`config.mk`:
```
export PLATFORM = sky130hd
export DESIGN_NAME = gpc_lane
export DESIGN_NICKNAME = d
export VERILOG_FILES = /design/src/hdl/gpc_pkg.sv /design/src/hdl/gpc_lane.sv
export SDC_FILE = /design/constraint.sdc
export NUM_CORES = 2
export LEC_CHECK = 0
export ABC_AREA = 1
export BUFFER_PORTS_ARGS = -buffer_cell sky130_fd_sc_hd__buf_2
export CAP_MARGIN = 20
export CORE_MARGIN = 1.5
export CORE_UTILIZATION = 60
export DETAILED_ROUTE_END_ITERATION = 10
export PLACE_DENSITY = 0.8
export REMOVE_ABC_BUFFERS = 1
export SYNTH_ARGS = -nofsm -noshare
export SYNTH_HDL_FRONTEND = slang
export SYNTH_SLANG_ARGS = --single-unit
export TNS_END_PERCENT = 30
```
`constraint.sdc`:
```
create_clock -name i_clk -period 7.8 [get_ports i_clk]
set_input_delay 1.56 -clock i_clk [delete_from_list [all_inputs] [get_ports i_clk]]
set_output_delay 1.56 -clock i_clk [all_outputs]
set_load 0.005 [all_outputs]
```
`src/hdl/gpc_pkg.sv`:
```
// shared constants, register indexes and exp lookup tables for the gaussian cost core
// no dependencies; used by gpc_lane and gaussian_potential_cost_core
package gpc_pkg;

    // field widths
    localparam int COORD_W  = 12;
    localparam int CENTER_W = 24;
    localparam int PEAK_W   = 12;
    localparam int INVW_W   = 16;
    localparam int COST_W   = 16;
    localparam int CFG_W    = 24;
    localparam int ADDR_W   = 3;
    localparam int EXP_W    = 17;
    localparam int TERM_W   = PEAK_W + EXP_W;
    localparam int MAX_CENTERS = 6;
    localparam int NUM_CENTERS_DEF = 6;

    // configuration register indexes
    localparam logic [ADDR_W-1:0] CFG_CENTER_A  = 3'd0;
    localparam logic [ADDR_W-1:0] CFG_CENTER_F  = 3'd5;
    localparam logic [ADDR_W-1:0] CFG_PEAK_GAIN = 3'd6;
    localparam logic [ADDR_W-1:0] CFG_INV_WIDTH = 3'd7;

    // reset values
    localparam logic [CENTER_W-1:0] CENTER_RST [MAX_CENTERS] = '{
        24'd2097920, 24'd2098944, 24'd5243648,
        24'd5244672, 24'd8389376, 24'd8390400
    };
    localparam logic [PEAK_W-1:0] PEAK_RST = 12'd2304;
    localparam logic [INVW_W-1:0] INVW_RST = 16'd4096;

    // one in Q1.16
    localparam logic [EXP_W-1:0] ONE_Q16 = 17'h10000;

    // per-lane stage enables
    typedef struct packed {
        logic en_sq;
        logic en_scale;
        logic en_exp_a;
        logic en_exp_b;
        logic en_exp_c;
        logic en_term;
    } t_lane_ctrl;

    // exp(-n) for integer n, Q1.16
    function automatic logic [EXP_W-1:0] exp_int(input logic [3:0] idx);
        logic [EXP_W-1:0] v;
        case (idx)
            4'd0:    v = 17'd65536;
            4'd1:    v = 17'd24109;
            4'd2:    v = 17'd8869;
            4'd3:    v = 17'd3263;
            4'd4:    v = 17'd1200;
            4'd5:    v = 17'd442;
            4'd6:    v = 17'd162;
            4'd7:    v = 17'd60;
            4'd8:    v = 17'd22;
            4'd9:    v = 17'd8;
            4'd10:   v = 17'd3;
            4'd11:   v = 17'd1;
            default: v = 17'd0;
        endcase
        return v;
    endfunction

    // exp(-h/16), Q1.16
    function automatic logic [EXP_W-1:0] exp_hi(input logic [3:0] idx);
        logic [EXP_W-1:0] v;
        case (idx)
            4'd0:    v = 17'd65536;
            4'd1:    v = 17'd61565;
            4'd2:    v = 17'd57835;
            4'd3:    v = 17'd54331;
            4'd4:    v = 17'd51039;
            4'd5:    v = 17'd47947;
            4'd6:    v = 17'd45042;
            4'd7:    v = 17'd42313;
            4'd8:    v = 17'd39750;
            4'd9:    v = 17'd37341;
            4'd10:   v = 17'd35079;
            4'd11:   v = 17'd32954;
            4'd12:   v = 17'd30957;
            4'd13:   v = 17'd29081;
            4'd14:   v = 17'd27319;
            default: v = 17'd25664;
        endcase
        return v;
    endfunction

    // exp(-l/256), Q1.16
    function automatic logic [EXP_W-1:0] exp_lo(input logic [3:0] idx);
        logic [EXP_W-1:0] v;
        case (idx)
            4'd0:    v = 17'd65536;
            4'd1:    v = 17'd65280;
            4'd2:    v = 17'd65026;
            4'd3:    v = 17'd64772;
            4'd4:    v = 17'd64520;
            4'd5:    v = 17'd64268;
            4'd6:    v = 17'd64018;
            4'd7:    v = 17'd63768;
            4'd8:    v = 17'd63520;
            4'd9:    v = 17'd63272;
            4'd10:   v = 17'd63025;
            4'd11:   v = 17'd62780;
            4'd12:   v = 17'd62535;
            4'd13:   v = 17'd62291;
            4'd14:   v = 17'd62048;
            default: v = 17'd61806;
        endcase
        return v;
    endfunction

endpackage

```
`src/hdl/gpc_lane.sv`:
```
// one gaussian bump: distance, scaling, three-step exp approximation, peak scaling
// depends on gpc_pkg; six register stages, each loaded by its own enable
module gpc_lane (
    input  logic                                 i_clk,
    input  gpc_pkg::t_lane_ctrl                  i_ctrl,
    input  logic [gpc_pkg::COORD_W-1:0]          i_px,
    input  logic [gpc_pkg::COORD_W-1:0]          i_py,
    input  logic [gpc_pkg::CENTER_W-1:0]         i_center,
    input  logic [gpc_pkg::INVW_W-1:0]           i_inv_width,
    input  logic [gpc_pkg::PEAK_W-1:0]           i_peak_gain,
    output logic [gpc_pkg::TERM_W-1:0]           o_term
);

    localparam int SQ_W = 2 * gpc_pkg::COORD_W;
    localparam int D2_W = SQ_W + 1;
    localparam int TP_W = D2_W + gpc_pkg::INVW_W;
    localparam int EW   = gpc_pkg::EXP_W;

    logic [gpc_pkg::COORD_W-1:0] w_cx, w_cy, w_dx, w_dy;
    logic [D2_W-1:0]             w_d2;
    logic [TP_W-1:0]             w_tp;
    logic [2*EW-1:0]             w_p1, w_p2, w_p3;

    logic [SQ_W-1:0] r_dx2, r_dy2;
    logic [19:0]     r_t;
    logic            r_far2, r_far3, r_far4, r_far5;
    logic [EW-1:0]   r_e1, r_e2, r_e3;
    logic [3:0]      r_l3;
    logic [7:0]      r_r3, r_r4;
    logic [gpc_pkg::TERM_W-1:0] r_term;

    // absolute differences to the center
    assign w_cx = i_center[gpc_pkg::CENTER_W-1:gpc_pkg::COORD_W];
    assign w_cy = i_center[gpc_pkg::COORD_W-1:0];
    assign w_dx = (i_px >= w_cx) ? (i_px - w_cx) : (w_cx - i_px);
    assign w_dy = (i_py >= w_cy) ? (i_py - w_cy) : (w_cy - i_py);

    // stage 1: squares
    always_ff @(posedge i_clk) begin
        if (i_ctrl.en_sq) begin
            r_dx2 <= w_dx * w_dx;
            r_dy2 <= w_dy * w_dy;
        end
    end

    // stage 2: squared distance times reciprocal width
    assign w_d2 = {1'b0, r_dx2} + {1'b0, r_dy2};
    assign w_tp = w_d2 * i_inv_width;

    always_ff @(posedge i_clk) begin
        if (i_ctrl.en_scale) begin
            r_far2 <= |w_tp[TP_W-1:32];
            r_t    <= w_tp[31:12];
        end
    end

    // stage 3: integer part times high fraction
    assign w_p1 = gpc_pkg::exp_int(r_t[19:16]) * gpc_pkg::exp_hi(r_t[15:12]);

    always_ff @(posedge i_clk) begin
        if (i_ctrl.en_exp_a) begin
            r_e1   <= w_p1[EW+15:16];
            r_l3   <= r_t[11:8];
            r_r3   <= r_t[7:0];
            r_far3 <= r_far2;
        end
    end

    // stage 4: low fraction
    assign w_p2 = r_e1 * gpc_pkg::exp_lo(r_l3);

    always_ff @(posedge i_clk) begin
        if (i_ctrl.en_exp_b) begin
            r_e2   <= w_p2[EW+15:16];
            r_r4   <= r_r3;
            r_far4 <= r_far3;
        end
    end

    // stage 5: linear factor for the residue
    assign w_p3 = r_e2 * (gpc_pkg::ONE_Q16 - {{(EW-8){1'b0}}, r_r4});

    always_ff @(posedge i_clk) begin
        if (i_ctrl.en_exp_c) begin
            r_e3   <= w_p3[EW+15:16];
            r_far5 <= r_far4;
        end
    end

    // stage 6: scale by peak, far points add nothing
    always_ff @(posedge i_clk) begin
        if (i_ctrl.en_term) begin
            r_term <= r_far5 ? '0 : (i_peak_gain * r_e3);
        end
    end

    assign o_term = r_term;

endmodule

```
# Yosys cells after proc, flatten, opt, wreduce, memory -nomap -nowiden
# Memories as Yosys holds them, arrays and structs flattened. A register that Yosys moved wholly into a read port is not among the register bits.
# Cells that the tools add are included.
dict set report word_totals {
  register_bits 172
  latch_bits 0
  ramBits 0
  romBits 768
  word_cells 38
  memories 3
  in_bits 83
}
# name depth word_bits read_ports rd_clocked_by_memory_dff wr line
set mem_list {}
lappend mem_list {{(name not given)} 16 17 1 1 0 gpc_pkg.sv:69} ;# case (idx)
lappend mem_list {{(name not given)} 16 16 1 1 0 gpc_pkg.sv:93} ;# case (idx)
lappend mem_list {{(name not given)} 16 15 1 1 0 gpc_pkg.sv:48} ;# case (idx)
dict set report op_classes {
  addsub 6
  div_mod_pow 0
  n_bitwise 0
  muxes 5
  shifts 0
  n_lt_le_gt_ge 2
  n_mul 7
  n_eq_ne 0
  reduce_logical 1
}
# op count
set ops {}
lappend ops {{multiplier 17 x 17 -> 33 bit} 2}
lappend ops {{multiplier 12 x 12 -> 24 bit} 2}
lappend ops {{subtractor 12 bit} 4}
lappend ops {{multiplier 25 x 16 -> 41 bit} 1}
lappend ops {{multiplier 18 x 18 -> 33 bit} 1}
lappend ops {{multiplier 12 x 17 -> 29 bit} 1}
lappend ops {{adder 24 x 24 -> 25 bit} 1}
lappend ops {{greater-or-equal comparator 12 bit} 2}
lappend ops {{2-to-1 mux 12 bit} 2}
lappend ops {{subtractor 17 x 8 -> 18 bit (first input constant)} 1}
lappend ops {{2-to-1 mux 4 bit} 3}
lappend ops {{OR reduction 9 bit} 1}

# Longest topological paths before layout
dict set report depth {
  ltp_word 3
  ltp_mapped 43
  mapped_depth_nobuf 43
}

# Worst setup path before layout
# OpenSTA, ideal clock, no wires.
dict set report synth_timing {
  path_kind {in2reg}
  start {input port i_px[0] in the netlist's numbering}
  end {register r_dx2[19] (data pin)}
  path_stages 30
  required_time_ns 7.541
  arrival_ns 7.198
  slack_ns 0.343
  path_cell_list {inv_1 > ha_1 > inv_1 > fa_1 > nand2_1 > nand2_1 > nand2_1 > nand2_1 > o21ai_1 > nand3_1 > buf_2 > nand2_1 > nand2_2 > nor2_1 > inv_1 > fa_1 > fa_1 > fa_1 > inv_1 > fa_1 > fa_1 > ha_1 > a21oi_1 > o21ai_0 > a21oi_1 > o21ai_0 > a21o_1 > nand2_1 > nand2_1 > xor2_1}
}
dict set report synth_between {
  elab_chain_len 3
  elab_cells_between_ends 5
  cone_classes {2 x add/sub; 1 x mul; 1 x order compare; 1 x mux}
}
# item line
set synth_rtl {}
lappend synth_rtl {{start, declared} gpc_lane.sv:6} ;# input logic [gpc_pkg::COORD_W-1:0] i_px,
lappend synth_rtl {{subtractor 12 bit / greater-or-equal comparator 12 bit (equally long branches)} gpc_lane.sv:35} ;# assign w_dx = (i_px >= w_cx) ? (i_px - w_cx) : (w_cx - i_px);
lappend synth_rtl {{2-to-1 mux 12 bit *} gpc_lane.sv:35}
lappend synth_rtl {{multiplier 12 x 12 -> 24 bit *} gpc_lane.sv:41} ;# r_dx2 <= w_dx * w_dx;
lappend synth_rtl {{end signal, assigned} gpc_lane.sv:41}
lappend synth_rtl {{end, declared} gpc_lane.sv:24} ;# logic [SQ_W-1:0] r_dx2, r_dy2;
# Mark *: on every way between the ends. The rest lies on a longest branch, timed or not.
# A chain may end at the register's enable or synchronous reset.

==> flow_summary.yaml <==
cells_and_area:
  fin_util_pct: 65.38
  drive_gt1_share_pct: 8.132
  num_antenna_cells: 0
  syn_to_final_growth_pct: 8.098
  fin_cells: 9936
  final_common_cell: "inv_1"
  nets: 10563
  final_cell_mix: "2228 x inv_1, 1815 x nand2_1, 1240 x fa_1"
placement:
  place.port_buffers: 111
  dpl.hpwl_um: 142900
  gp_congestion: 0.9934
  dpl.cell_count: 9870
routing:
  via_per_inst: 5.399
  drt-initial-drc-count: 3916
  wl_per_cell_um: 17.04
  drc_errors: 0
  vias: 53647
  drtAntennaViolNets: 0
  first_pass_iters: 6
  drt-total-wl_um: 169300
worst_setup_path:
  crit_start: "r_dx2[7]$_DFFE_PP_"
  crit_type: "register to register"
  cpMaxStageDelayCell: "fa_1"
  slowest_delay_ns: 0.55
  cp.arrival_ns: 7.98
  reg2reg_setup_slack_ns: 0.27
  start_kind: "register"
  cp_max_fo: 9
  cp_common_cell: "nand2_1"
  cp.required_ns: 8.25
  r2r_start: "r_dx2[7]$_DFFE_PP_"
  cp-end-kind: "register"
  rr_worst_depth: 36
logic_synthesis:
  ys_async_sr_fraction_pct: 0
  ys.flop_type: "edfxtp_1"
  synth_seq_cells: 214
  synth_simple_gate_area_share_pct: 17.56
  netlist_instances: 8316
  avgSynthCellArea_um2: 7.906
  synth_xor_xnor_area_share_pct: 2.109
  syn_area_um2: 65740
  yosysSeqAreaShare_pct: 9.105
  synth.distinct_cells: 58
  synth_warnings: 0
  synth_edf_count: 170
  yosys-mux-area-fraction_pct: 0
  synth_top_family_by_area: "adder cells"
  synthAdderAreaFrac_pct: 51.85
  synth_compound_area_share_pct: 4.880
sta:
  timing.final.crit_share_pct: 96.48
  finalWorstPathRequiredPeriod_ns: 7.525
  fmax_mhz: 132.9
  max-slew-margin-rel_pct: 27.41
  setup-violations-final: 0
  rsz0062_at_grt: "true"
  slew_viol_final: 0
  clock_skew_ns: 0.02036
  worst-slew-pin-transition_ns: 1.089
  final_hold_viol_count: 0
floorplanning:
  io_pins: 112
  core-area_um2: 108700
  fp.dieW_um: 334.0
  chipHeight_um: 334.0
  die_area_um2: 111600
  start_util_pct: 60.48
  rows: 121
clock_tree:
  clk_latency_ns: 0.57
  numCtsBuffers: 26
  clock_path_buffers: 3
  clock_sinks: 214
  cts_hold_buffers: 0
  tritoncts: "done"
  htreeDepth: 1
  clkTransAtPathRegs_ns: 0.06
  cts_root_buf: "clkbuf_16"
global_routing:
  antenna_found_initial: 3
  grt_max_degree: 47
  grt_overflow_total: 0
  grt_pass1_wl_um: 279800
  grt_use_total_pct: 31.07
  grt_pass1_vias: 57306
hold_path:
  min_from: "r_r3[4]$_DFFE_PP_"
  hp-class: "register to register"
outcome:
  status: "finished clean"
job:
  maxCapViolCount: 0
[critical path: cells and delay by family (launching register included)]
family | cells | cell delay [ns]
AOI/OAI and AO/OA | 4 | 0.58
xor gates and xnor gates | 1 | 0.28
adders and majority gates | 8 | 3.57
buffers and inverters | 9 | 1.11
DFF | 1 | 0.42
and+or+nand+nor | 14 | 1.42
[Yosys cell counts, types with 6 or more instances]
library cell | number | area (um2)
a31oi_1 | 18 | 112.6
nand3b_1 | 8 | 60.06
fa_1 | 1244 | 24900
xnor2_1 | 48 | 420.4
a21boi_0 | 6 | 45.04
o21a_1 | 8 | 60.06
o21bai_1 | 26 | 195.2
nor4_1 | 15 | 93.84
xor2_1 | 104 | 910.9
a21o_1 | 27 | 202.7
nand2_1 | 1862 | 6989
nand4_1 | 31 | 193.9
dfxtp_1 | 44 | 880.8
inv_1 | 2232 | 8378
inv_2 | 17 | 63.81
nand2_2 | 18 | 112.6
edfxtp_1 | 170 | 5105
buf_6 | 6 | 67.56
buf_2 | 26 | 130.1
o211ai_1 | 8 | 60.06
ha_1 | 734 | 9184
or2_2 | 36 | 225.2
nor2_2 | 18 | 112.6
clkbuf_1 | 192 | 720.7
o21ai_1 | 9 | 45.04
nand3_1 | 193 | 965.9
a21oi_1 | 278 | 1391
buf_4 | 8 | 60.06
o21ai_0 | 173 | 865.8
nor2_1 | 643 | 2414
clkinv_1 | 16 | 60.06
nor3_1 | 41 | 205.2
a211oi_1 | 8 | 60.06
[per-stage QoR]
step | hold slack, ns | area [um2] | setup slack, ns | setup TNS [ns]
finish | 0.4196 | 71070 | 0.2746 | 0
global route | 0.4239 | 71070 | -0.02586 | -0.1920
CTS | 0.4183 | 70170 | 0.02701 | 0
detailed placement | 0.4052 | 69190 | -0.1395 | -2.091
global placement | 0.4007 | 69190 | -0.03704 | -0.09850
floorplan | 0.4003 | 64730 | 0.1224 | 0
[repair_timing]
| action | CTS | global route |
|---|---|---|
| pin swaps | 1 | 44 |
| setup endpoints to repair | 22 | 35 |
| gates resized for setup | 10 | 180 |
| setup buffers | 5 | 13 |
[logic make-up (layout without fill, tap and decap cells)]
| group | after synthesis | in the layout |
|---|---|---|
| compound gates | 580 | 580 |
| xor+xnor | 154 | 154 |
| fa+ha+maj | 1978 | 1978 |
| buf+inv | 2504 | 2710 |
| flops | 214 | 214 |
| simple gates | 2886 | 2886 |
[routing by layer]
layer	track usage, %	vias to the layer above	wire length (um)
met5	0	-	24
met4	12.20	4	7658
met3	4.256	506	12260
met2	54.60	2171	83460
met1	38.72	26137	65930
li1	-	24829	-
[layout make-up]
| cell class | count | area (um2) |
|---|---|---|
| fill | 8896 | 37630 |
| clock inverter | 16 | 210.2 |
| clock buffer | 32 | 704.4 |
| timing repair buffer | 395 | 2864 |
| multi-input combinational | 5598 | 50990 |
| sequential | 214 | 5986 |
| inverter | 2267 | 8539 |
| tap | 1414 | 1769 |
[worst min-delay path by stage]
stage / endpoint / slack (ns) / depth (start not counted)
2_1_floorplan: r_far3$_DFFE_PP_ / 0.40 / 0
5_1_grt: r_r3[7]$_DFFE_PP_ / 0.42 / 0
3_3_place_gp: r_r3[3]$_DFFE_PP_ / 0.40 / 0
6_report: r_r4[4]$_DFFE_PP_ / 0.42 / 0
4_1_cts: r_r4[3]$_DFFE_PP_ / 0.42 / 0
3_5_place_dp: r_r4[3]$_DFFE_PP_ / 0.41 / 0
Power is left out: the tool's default activity adds up to more than one toggle a clock period on the data nets, which glitch-free logic cannot reach.
